`src/sv/fifo_with_min_max_mean_macros.svh`:
```
// ----------------------------------------------------------------------------
// fifo_with_min_max_mean_macros
// assertion macros shared by the fifo statistics block
// ----------------------------------------------------------------------------
`ifndef FIFO_WITH_MIN_MAX_MEAN_MACROS_SVH
`define FIFO_WITH_MIN_MAX_MEAN_MACROS_SVH

// property checked on every edge outside reset
`define FMMM_ASSERT(lbl, prop, msg) \
	lbl: assert property (@(posedge clk) disable iff (!arst_n) (prop)) else $error(msg);

// antecedent on one edge, consequent on the next
`define FMMM_ASSERT_NEXT(lbl, ante, cons, msg) \
	lbl: assert property (@(posedge clk) disable iff (!arst_n) (ante) |=> (cons)) else $error(msg);

`endif

```
`src/sv/fmmm_pkg.sv`:
```
// ----------------------------------------------------------------------------
// fmmm_pkg
// shared constants, status codes and state type of the fifo statistics block
// ----------------------------------------------------------------------------
package fmmm_pkg;

	localparam int DEPTH_DEF = 64;
	localparam int VAL_W     = 32;
	localparam int MEAN_W    = 40;
	localparam int FRAC_W    = 8;

	localparam logic [1:0] ST_OK    = 2'd0;
	localparam logic [1:0] ST_FULL  = 2'd1;
	localparam logic [1:0] ST_EMPTY = 2'd2;

	localparam logic OP_ENQ = 1'b0;
	localparam logic OP_DEQ = 1'b1;

	typedef enum logic [2:0] {
		S_IDLE,
		S_EXEC,
		S_SCAN,
		S_DIV,
		S_DONE
	} fmmm_state_t;

endpackage

```
`src/sv/fmmm_divider.sv`:
```
// ----------------------------------------------------------------------------
// fmmm_divider
// unsigned restoring divider, one quotient bit per cycle
// ----------------------------------------------------------------------------
module fmmm_divider #(
	parameter int NUM_W = 47,
	parameter int DEN_W = 7
) (
	input  logic             clk,
	input  logic             arst_n,
	input  logic             start,
	input  logic [NUM_W-1:0] num,
	input  logic [DEN_W-1:0] den,
	output logic             done,
	output logic [NUM_W-1:0] quot
);

	localparam int CNT_W = $clog2(NUM_W + 1);

	logic             busy_q;
	logic             done_q;
	logic [CNT_W-1:0] cnt_q;
	logic [NUM_W-1:0] num_q;
	logic [DEN_W-1:0] rem_q;
	logic [DEN_W:0]   trial;
	logic             fits;

	assign trial = {rem_q, num_q[NUM_W-1]};
	assign fits  = (trial >= {1'b0, den});

	always_ff @(posedge clk or negedge arst_n) begin
		if (!arst_n) begin
			busy_q <= 1'b0;
			done_q <= 1'b0;
			cnt_q  <= '0;
		end else begin
			if (start) begin
				busy_q <= 1'b1;
				done_q <= 1'b0;
				cnt_q  <= CNT_W'(NUM_W);
			end else if (busy_q) begin
				cnt_q  <= cnt_q - 1'b1;
				busy_q <= (cnt_q != CNT_W'(1));
				done_q <= (cnt_q == CNT_W'(1));
			end else begin
				done_q <= 1'b0;
			end
		end
	end

	// quotient bits shift in where the dividend bits leave
	always_ff @(posedge clk) begin
		if (start) begin
			num_q <= num;
			rem_q <= '0;
		end else if (busy_q) begin
			num_q <= {num_q[NUM_W-2:0], fits};
			rem_q <= fits ? DEN_W'(trial - {1'b0, den}) : trial[DEN_W-1:0];
		end
	end

	assign done = done_q;
	assign quot = num_q;

endmodule

```
`src/sv/fifo_with_min_max_mean.sv`:
```
// An item is an enqueue (opcode 0) of value or a dequeue (opcode 1) of the
// oldest entry; each gives one result beat with status, the dequeued value,
// the fill count and the max, min and Q8 mean (truncated toward zero) of the
// entries held afterwards. Items are handled one at a time. An item that
// leaves the queue empty skips the scan and the divide; otherwise it takes
// one memory read per held entry for the min/max scan and a bit-serial
// divide, one step per bit of the 8 + 32 + clog2(DEPTH+1)-bit numerator.
// A new item is taken while the last result still waits.
// ----------------------------------------------------------------------------
// fifo_with_min_max_mean
// bounded fifo of signed words with max, min and mean after every operation
// ----------------------------------------------------------------------------
`include "fifo_with_min_max_mean_macros.svh"

module fifo_with_min_max_mean
	import fmmm_pkg::*;
#(
	parameter int DEPTH = DEPTH_DEF,
	parameter int CNT_W = $clog2(DEPTH + 1)
) (
	input  logic                     clk,
	input  logic                     arst_n,
	input  logic                     in_valid,
	output logic                     in_ready,
	input  logic                     opcode,
	input  logic signed [VAL_W-1:0]  value,
	output logic                     out_valid,
	input  logic                     out_ready,
	output logic [1:0]               status,
	output logic signed [VAL_W-1:0]  removed_value,
	output logic [CNT_W-1:0]         fill_count,
	output logic                     stats_valid,
	output logic signed [VAL_W-1:0]  largest,
	output logic signed [VAL_W-1:0]  smallest,
	output logic signed [MEAN_W-1:0] mean_q8
);

	localparam int PTR_W = (DEPTH > 1) ? $clog2(DEPTH) : 1;
	localparam int SUM_W = VAL_W + CNT_W;
	localparam int NUM_W = SUM_W + FRAC_W;

	fmmm_state_t state_q, state_d;

	logic [VAL_W-1:0] mem [DEPTH];
	logic [VAL_W-1:0] mem_rd_q;
	logic [PTR_W-1:0] rd_addr;
	logic             mem_we;

	logic [PTR_W-1:0]        head_q, tail_q, scan_ptr_q;
	logic [CNT_W-1:0]        count_q, left_q;
	logic signed [SUM_W-1:0] sum_q;
	logic                    opcode_q;
	logic [VAL_W-1:0]        value_q;
	logic [1:0]              res_status_q;
	logic [VAL_W-1:0]        res_removed_q;
	logic                    rd_vld_s1, first_q, neg_q;
	logic signed [VAL_W-1:0] max_q, min_q;

	logic             enq_ok, deq_ok, scan_done, div_done, out_free;
	logic [CNT_W-1:0] count_next;
	logic [NUM_W-1:0] div_num, div_quot, quot_signed;
	logic [SUM_W-1:0] sum_mag;

	logic             out_valid_q, stats_valid_q;
	logic [1:0]       out_status_q;
	logic [VAL_W-1:0] out_removed_q, out_max_q, out_min_q;
	logic [CNT_W-1:0] out_count_q;
	logic [MEAN_W-1:0] out_mean_q;

	function automatic logic [PTR_W-1:0] ptr_inc(input logic [PTR_W-1:0] p);
		return (p == PTR_W'(DEPTH - 1)) ? '0 : p + 1'b1;
	endfunction

	assign enq_ok    = (opcode_q == OP_ENQ) && (count_q != CNT_W'(DEPTH));
	assign deq_ok    = (opcode_q == OP_DEQ) && (count_q != '0);
	assign scan_done = (left_q == '0) && !rd_vld_s1;
	assign out_free  = !out_valid_q || out_ready;
	assign mem_we    = (state_q == S_EXEC) && enq_ok;
	assign rd_addr   = (state_q == S_SCAN) ? scan_ptr_q : head_q;
	assign sum_mag   = sum_q[SUM_W-1] ? SUM_W'(-sum_q) : SUM_W'(sum_q);
	assign div_num   = {sum_mag, {FRAC_W{1'b0}}};

	always_comb begin
		count_next = count_q;
		if (enq_ok) begin
			count_next = count_q + 1'b1;
		end else if (deq_ok) begin
			count_next = count_q - 1'b1;
		end
	end

	always_comb begin
		state_d  = state_q;
		in_ready = 1'b0;
		case (state_q)
			S_IDLE: begin
				in_ready = 1'b1;
				if (in_valid) begin
					state_d = S_EXEC;
				end
			end
			S_EXEC: begin
				state_d = (count_next == '0) ? S_DONE : S_SCAN;
			end
			S_SCAN: begin
				if (scan_done) begin
					state_d = S_DIV;
				end
			end
			S_DIV: begin
				if (div_done) begin
					state_d = S_DONE;
				end
			end
			S_DONE: begin
				if (out_free) begin
					state_d = S_IDLE;
				end
			end
			default: begin
				state_d = S_IDLE;
			end
		endcase
	end

	always_ff @(posedge clk or negedge arst_n) begin
		if (!arst_n) begin
			state_q <= S_IDLE;
		end else begin
			state_q <= state_d;
		end
	end

	// entry store, one write and one registered read port
	always_ff @(posedge clk) begin
		if (mem_we) begin
			mem[tail_q] <= value_q;
		end
		mem_rd_q <= mem[rd_addr];
	end

	always_ff @(posedge clk or negedge arst_n) begin
		if (!arst_n) begin
			head_q    <= '0;
			tail_q    <= '0;
			count_q   <= '0;
			sum_q     <= '0;
			left_q    <= '0;
			rd_vld_s1 <= 1'b0;
		end else begin
			rd_vld_s1 <= (state_q == S_SCAN) && (left_q != '0);
			if (state_q == S_EXEC) begin
				count_q <= count_next;
				left_q  <= count_next;
				if (enq_ok) begin
					tail_q <= ptr_inc(tail_q);
					sum_q  <= sum_q + SUM_W'(signed'(value_q));
				end else if (deq_ok) begin
					head_q <= ptr_inc(head_q);
					sum_q  <= sum_q - SUM_W'(signed'(mem_rd_q));
				end
			end else if ((state_q == S_SCAN) && (left_q != '0)) begin
				left_q <= left_q - 1'b1;
			end
		end
	end

	always_ff @(posedge clk) begin
		if (in_valid && in_ready) begin
			opcode_q <= opcode;
			value_q  <= value;
		end
		if (state_q == S_EXEC) begin
			if ((opcode_q == OP_ENQ) && !enq_ok) begin
				res_status_q  <= ST_FULL;
				res_removed_q <= '0;
			end else if ((opcode_q == OP_DEQ) && !deq_ok) begin
				res_status_q  <= ST_EMPTY;
				res_removed_q <= '0;
			end else begin
				res_status_q  <= ST_OK;
				res_removed_q <= deq_ok ? mem_rd_q : '0;
			end
			// scan starts at the head left by this operation
			scan_ptr_q <= deq_ok ? ptr_inc(head_q) : head_q;
			first_q    <= 1'b1;
		end else if (state_q == S_SCAN) begin
			if (left_q != '0) begin
				scan_ptr_q <= ptr_inc(scan_ptr_q);
			end
			if (rd_vld_s1) begin
				first_q <= 1'b0;
				if (first_q || (signed'(mem_rd_q) > max_q)) begin
					max_q <= signed'(mem_rd_q);
				end
				if (first_q || (signed'(mem_rd_q) < min_q)) begin
					min_q <= signed'(mem_rd_q);
				end
			end
			if (scan_done) begin
				neg_q <= sum_q[SUM_W-1];
			end
		end
	end

	fmmm_divider #(
		.NUM_W(NUM_W),
		.DEN_W(CNT_W)
	) u_div (
		.clk   (clk),
		.arst_n(arst_n),
		.start ((state_q == S_SCAN) && scan_done),
		.num   (div_num),
		.den   (count_q),
		.done  (div_done),
		.quot  (div_quot)
	);

	assign quot_signed = neg_q ? NUM_W'(-div_quot) : div_quot;

	// result beat register
	always_ff @(posedge clk or negedge arst_n) begin
		if (!arst_n) begin
			out_valid_q <= 1'b0;
		end else if ((state_q == S_DONE) && out_free) begin
			out_valid_q <= 1'b1;
		end else if (out_ready) begin
			out_valid_q <= 1'b0;
		end
	end

	always_ff @(posedge clk) begin
		if ((state_q == S_DONE) && out_free) begin
			out_status_q  <= res_status_q;
			out_removed_q <= res_removed_q;
			out_count_q   <= count_q;
			stats_valid_q <= (count_q != '0);
			if (count_q == '0) begin
				out_max_q  <= '0;
				out_min_q  <= '0;
				out_mean_q <= '0;
			end else begin
				out_max_q  <= max_q;
				out_min_q  <= min_q;
				out_mean_q <= quot_signed[MEAN_W-1:0];
			end
		end
	end

	assign out_valid     = out_valid_q;
	assign status        = out_status_q;
	assign removed_value = out_removed_q;
	assign fill_count    = out_count_q;
	assign stats_valid   = stats_valid_q;
	assign largest       = out_max_q;
	assign smallest      = out_min_q;
	assign mean_q8       = out_mean_q;

	`FMMM_ASSERT(a_count_bound, count_q <= CNT_W'(DEPTH), "fill count above depth")
	`FMMM_ASSERT_NEXT(a_enq_count, (state_q == S_EXEC) && enq_ok,
		count_q == $past(count_q) + 1'b1, "enqueue did not bump the fill count")
	`FMMM_ASSERT_NEXT(a_deq_head, (state_q == S_EXEC) && deq_ok,
		head_q == ptr_inc($past(head_q)), "dequeue did not advance the head")
	`FMMM_ASSERT(a_stats_match, !out_valid_q || (stats_valid_q == (out_count_q != '0)),
		"stats flag disagrees with fill count")
	`FMMM_ASSERT(a_div_in_state, !div_done || (state_q == S_DIV),
		"divider finished outside the divide phase")

endmodule

```
`config.mk`:
```
export PLATFORM = sky130hd
export DESIGN_NAME = fifo_with_min_max_mean
export DESIGN_NICKNAME = d
export VERILOG_FILES = /design/src/sv/fmmm_pkg.sv /design/src/sv/fmmm_divider.sv /design/src/sv/fifo_with_min_max_mean.sv
export VERILOG_INCLUDE_DIRS = /design/src /design/src/sv
export SDC_FILE = /design/constraint.sdc
export NUM_CORES = 2
export LEC_CHECK = 0
export BUFFER_PORTS_ARGS = -buffer_cell sky130_fd_sc_hd__buf_2
export CAP_MARGIN = 20
export CORE_MARGIN = 3
export CORE_UTILIZATION = 30
export CTS_BUF_LIST = sky130_fd_sc_hd__clkbuf_2 sky130_fd_sc_hd__clkbuf_4 sky130_fd_sc_hd__clkbuf_8
export CTS_CLUSTER_SIZE = 10
export DETAILED_ROUTE_END_ITERATION = 16
export MAX_ROUTING_LAYER = met4
export SLEW_MARGIN = 20
export SYNTH_ARGS = -nofsm -noshare
export SYNTH_HDL_FRONTEND = slang
export SYNTH_SLANG_ARGS = --single-unit
```
`constraint.sdc`:
```
create_clock -name clk -period 9.6 [get_ports clk]
set_input_delay 1.92 -clock clk [delete_from_list [all_inputs] [get_ports clk]]
set_output_delay 1.92 -clock clk [all_outputs]
set_load 0.03 [all_outputs]
```
==> results.sh <==
export IMPL_setup_viol=0
export IMPL_start_kind="flip-flop"
export IMPL_dpl_hpwl_um=180000
export IMPL_p_leak_nw=41.3
export IMPL_clkSlewWorstSetupHoldPaths_ps=60
export IMPL_seq_area_um2=74100
export IMPL_syn_avg_cell_area_um2=12.8
export IMPL_drv_slew=0
export IMPL_grt_antenna_before_repair=22
export IMPL_synth_cell_type_count=74
export IMPL_cp_end_kind="flip-flop"
export IMPL_gp_congestion=0.890
export IMPL_synth_async_reset_ratio_pct=3.12
export IMPL_ant_nets=0
export IMPL_cts_htree_levels=5
export IMPL_max_stage_delay_ps=1180
export IMPL_netlist_area_um2=103000
export IMPL_placed_cell_area_um2=110000
export IMPL_io_buffer_count=184
export IMPL_track_usage_pct=17.3
export IMPL_stdcell_area_um2=118000
export IMPL_clkSinkCount=2497
export IMPL_cpMostUsedCell="buf_4"
export IMPL_drt_iter0_markers=8282
export IMPL_clk_latency_ps=1100
export IMPL_layout_drive_gt1_share_pct=12.7
export IMPL_fmax_mhz=174
export IMPL_crit_family="simple AND/OR/NAND/NOR gates"
export IMPL_dieArea_um2=351000
export IMPL_timing_hold_ws_ps=418
export IMPL_post_cts_repair_setup_buffers=0
export IMPL_synth_top_area_share_pct=69.1
export IMPL_die_w_um=592
export IMPL_path_max_fanout=56
export IMPL_initial_core_util_pct=30.2
export IMPL_synthCells=8073
export IMPL_status="finished clean"
export IMPL_period_share_pct=59.9
export IMPL_multiInputGateArea_um2=27200
export IMPL_nFillCells=32896
export IMPL_cts_buffers=411
export IMPL_maxCapViolations=0
export IMPL_path_class="flip-flop to flip-flop"
export IMPL_fin_skew_ps=130
export IMPL_finalWirelength_um=305000
export IMPL_rsz0062_at_grt="false"
export IMPL_ctsHoldBuffers=0
export IMPL_slew_headroom_pct=13.9
export IMPL_cts_tree="done"
export IMPL_setup_tns_ps=0
export IMPL_num_rows=214
export IMPL_ys_warn_count=0
export IMPL_fin_crit_ps=5750
export IMPL_gr_total_overflow=0
export IMPL_grt_max_degree=167
export IMPL_synth_edf_count=2371
export IMPL_tightest_slew_ps=1280
export IMPL_drc=0
export IMPL_cp_required_ps=10250
export IMPL_syn2layout_area_growth_pct=14.7
export IMPL_crit_buf_inv=3
export IMPL_synth_top_area_cell="edfxtp_1"
export IMPL_ys_seq_area_share_pct=71.9
export IMPL_cts_resized=0
export IMPL_crit_chain="inv_1 -> ha_1 -> or3b_2 -> nor3_1 -> a21oi_4 -> buf_4 -> buf_4 -> and2_0 -> nand3b_1 -> nor2_4"
export IMPL_routed_via_density=5.17
export IMPL_syn_nets=8232
export IMPL_vias=68189
export IMPL_ios=185
export IMPL_crit_arrival_ps=6400
export IMPL_irDropWorstVdd_mv=0.355
export IMPL_finalHoldViolations=0
export IMPL_cp_slowest_cell="nor2_4"
export IMPL_drt_pass1_iterations=8
export IMPL_core_area_um2=341000
export IMPL_dieHeight_um=592
export IMPL_final_nets=8490
export IMPL_hold_path_class="flip-flop to flip-flop"
export IMPL_power_density_nw_per_um2=329
export IMPL_grt_first_pass_wirelength_um=442000
export IMPL_ctsLongestPathBuffers=4
export IMPL_cts_root_buf="clkbuf_8"
export IMPL_wl_per_cell_um=23.2
export IMPL_synth_flop_cell="edfxtp_1"
export IMPL_synth_area_top_cells="edfxtp_1 69%, nand2_1 8.3%, a311oi_1 3.8%"
export IMPL_ys_ff_latch=2497
export IMPL_grt_pass1_vias=64619
-- synth_stat cells (61+ instances only) --
master	count
edfxtp_1	2371
nand2_1	2276
and3_1	484
a311oi_1	448
clkbuf_1	442
o21ai_0	364
nor2_1	258
nand3_1	202
ha_1	120
inv_1	105
a21oi_1	89
xor2_1	84
xnor2_1	83
dfrtp_1	78
a31oi_1	76
nand4_1	61
-- registers in the layout (all words and copies together), names as in the netlist, 39 cells and up --
| signal | cells |
|---|---|
| mem | 2048 |
| sum_q | 39 |
| u_div.quot | 47 |
| mean_q8 | 40 |
-- report_power, final --
group,switching [mW],internal (mW)
clock,4.13,4.80
combinational,11.4,4.65
sequential,0.857,13.1
total,16.3,22.5
-- cells in the final DEF, fill, tap and decap left out, types with 63 or more instances in the layout --
cell type | netlist | routed
a21oi_1 | 89 | 88
a311oi_1 | 448 | 448
a31oi_1 | 76 | 76
and3_1 | 484 | 484
buf_2 | 15 | 183
buf_4 | 0 | 128
clkbuf_4 | 0 | 148
clkbuf_8 | 0 | 428
clkinv_1 | 1 | 96
dfrtp_1 | 78 | 77
edfxtp_1 | 2371 | 2371
ha_1 | 120 | 120
inv_1 | 105 | 104
nand2_1 | 2276 | 2276
nand3_1 | 202 | 202
nor2_1 | 258 | 189
nor2_4 | 0 | 63
o21ai_0 | 364 | 354
xnor2_1 | 83 | 83
xor2_1 | 84 | 84
-- path summary, 6_finish.rpt --
check,startpoint,endpoint,slack [ps],cells past startpoint
max,count_q[1],mem[8][24],3850,10
min,res_removed_q[24],removed_value[24],420,0
max reg2reg,count_q[1],mem[8][24],3850,10
min reg2reg,res_removed_q[24],removed_value[24],420,0
max in group asynchronous,arst_n,sum_q[22],7570,2
min in group asynchronous,arst_n,left_q[0],790,1
-- final cells by class --
| type | instances | share of cell area [%] |
|---|---|---|
| multi-input combinational | 4952 | 23.0 |
| tap | 4536 | 4.80 |
| clock inverter | 142 | 0.635 |
| timing repair buffer | 362 | 2.55 |
| clock buffer | 576 | 5.92 |
| sequential | 2497 | 62.7 |
| antenna | 15 | 0.0318 |
| inverter | 107 | 0.340 |
-- per-stage QoR --
| stage | utilization [%] | cells | setup slack, ps | power (mW) |
|---|---|---|---|---|
| after global routing | 34.7 | 13181 | 3610 | 40.9 |
| after global placement | 32.1 | 12415 | 3950 | 29.7 |
| after detailed placement | 32.3 | 12437 | 3880 | 30.0 |
| final | 34.7 | 13187 | 3850 | 38.9 |
| after floorplan | - | 8073 | 908 | 23.9 |
| after CTS | 34.6 | 13155 | 3860 | 38.9 |
-- kinds of logic (layout without fill, tap and decap cells) --
group	after synthesis	count (layout)	share of synthesized area, %
compound gates	1154	1154	7.78
xor+xnor	167	167	1.42
fa+ha+maj	122	122	1.50
buf+inv	624	1187	2.29
flops	2497	2497	71.9
mux	27	27	0.274
other cells	0	15	0
simple gates	3482	3482	14.8
-- layer usage --
layer | share of wire (%) | global-route usage (%)
met4 | 3.1 | 5.62
met2 | 45 | 25.5
met5 | 0 | -
met1 | 43 | 24.0
met3 | 9.7 | 3.20
(Power assumes the default switching activity.)
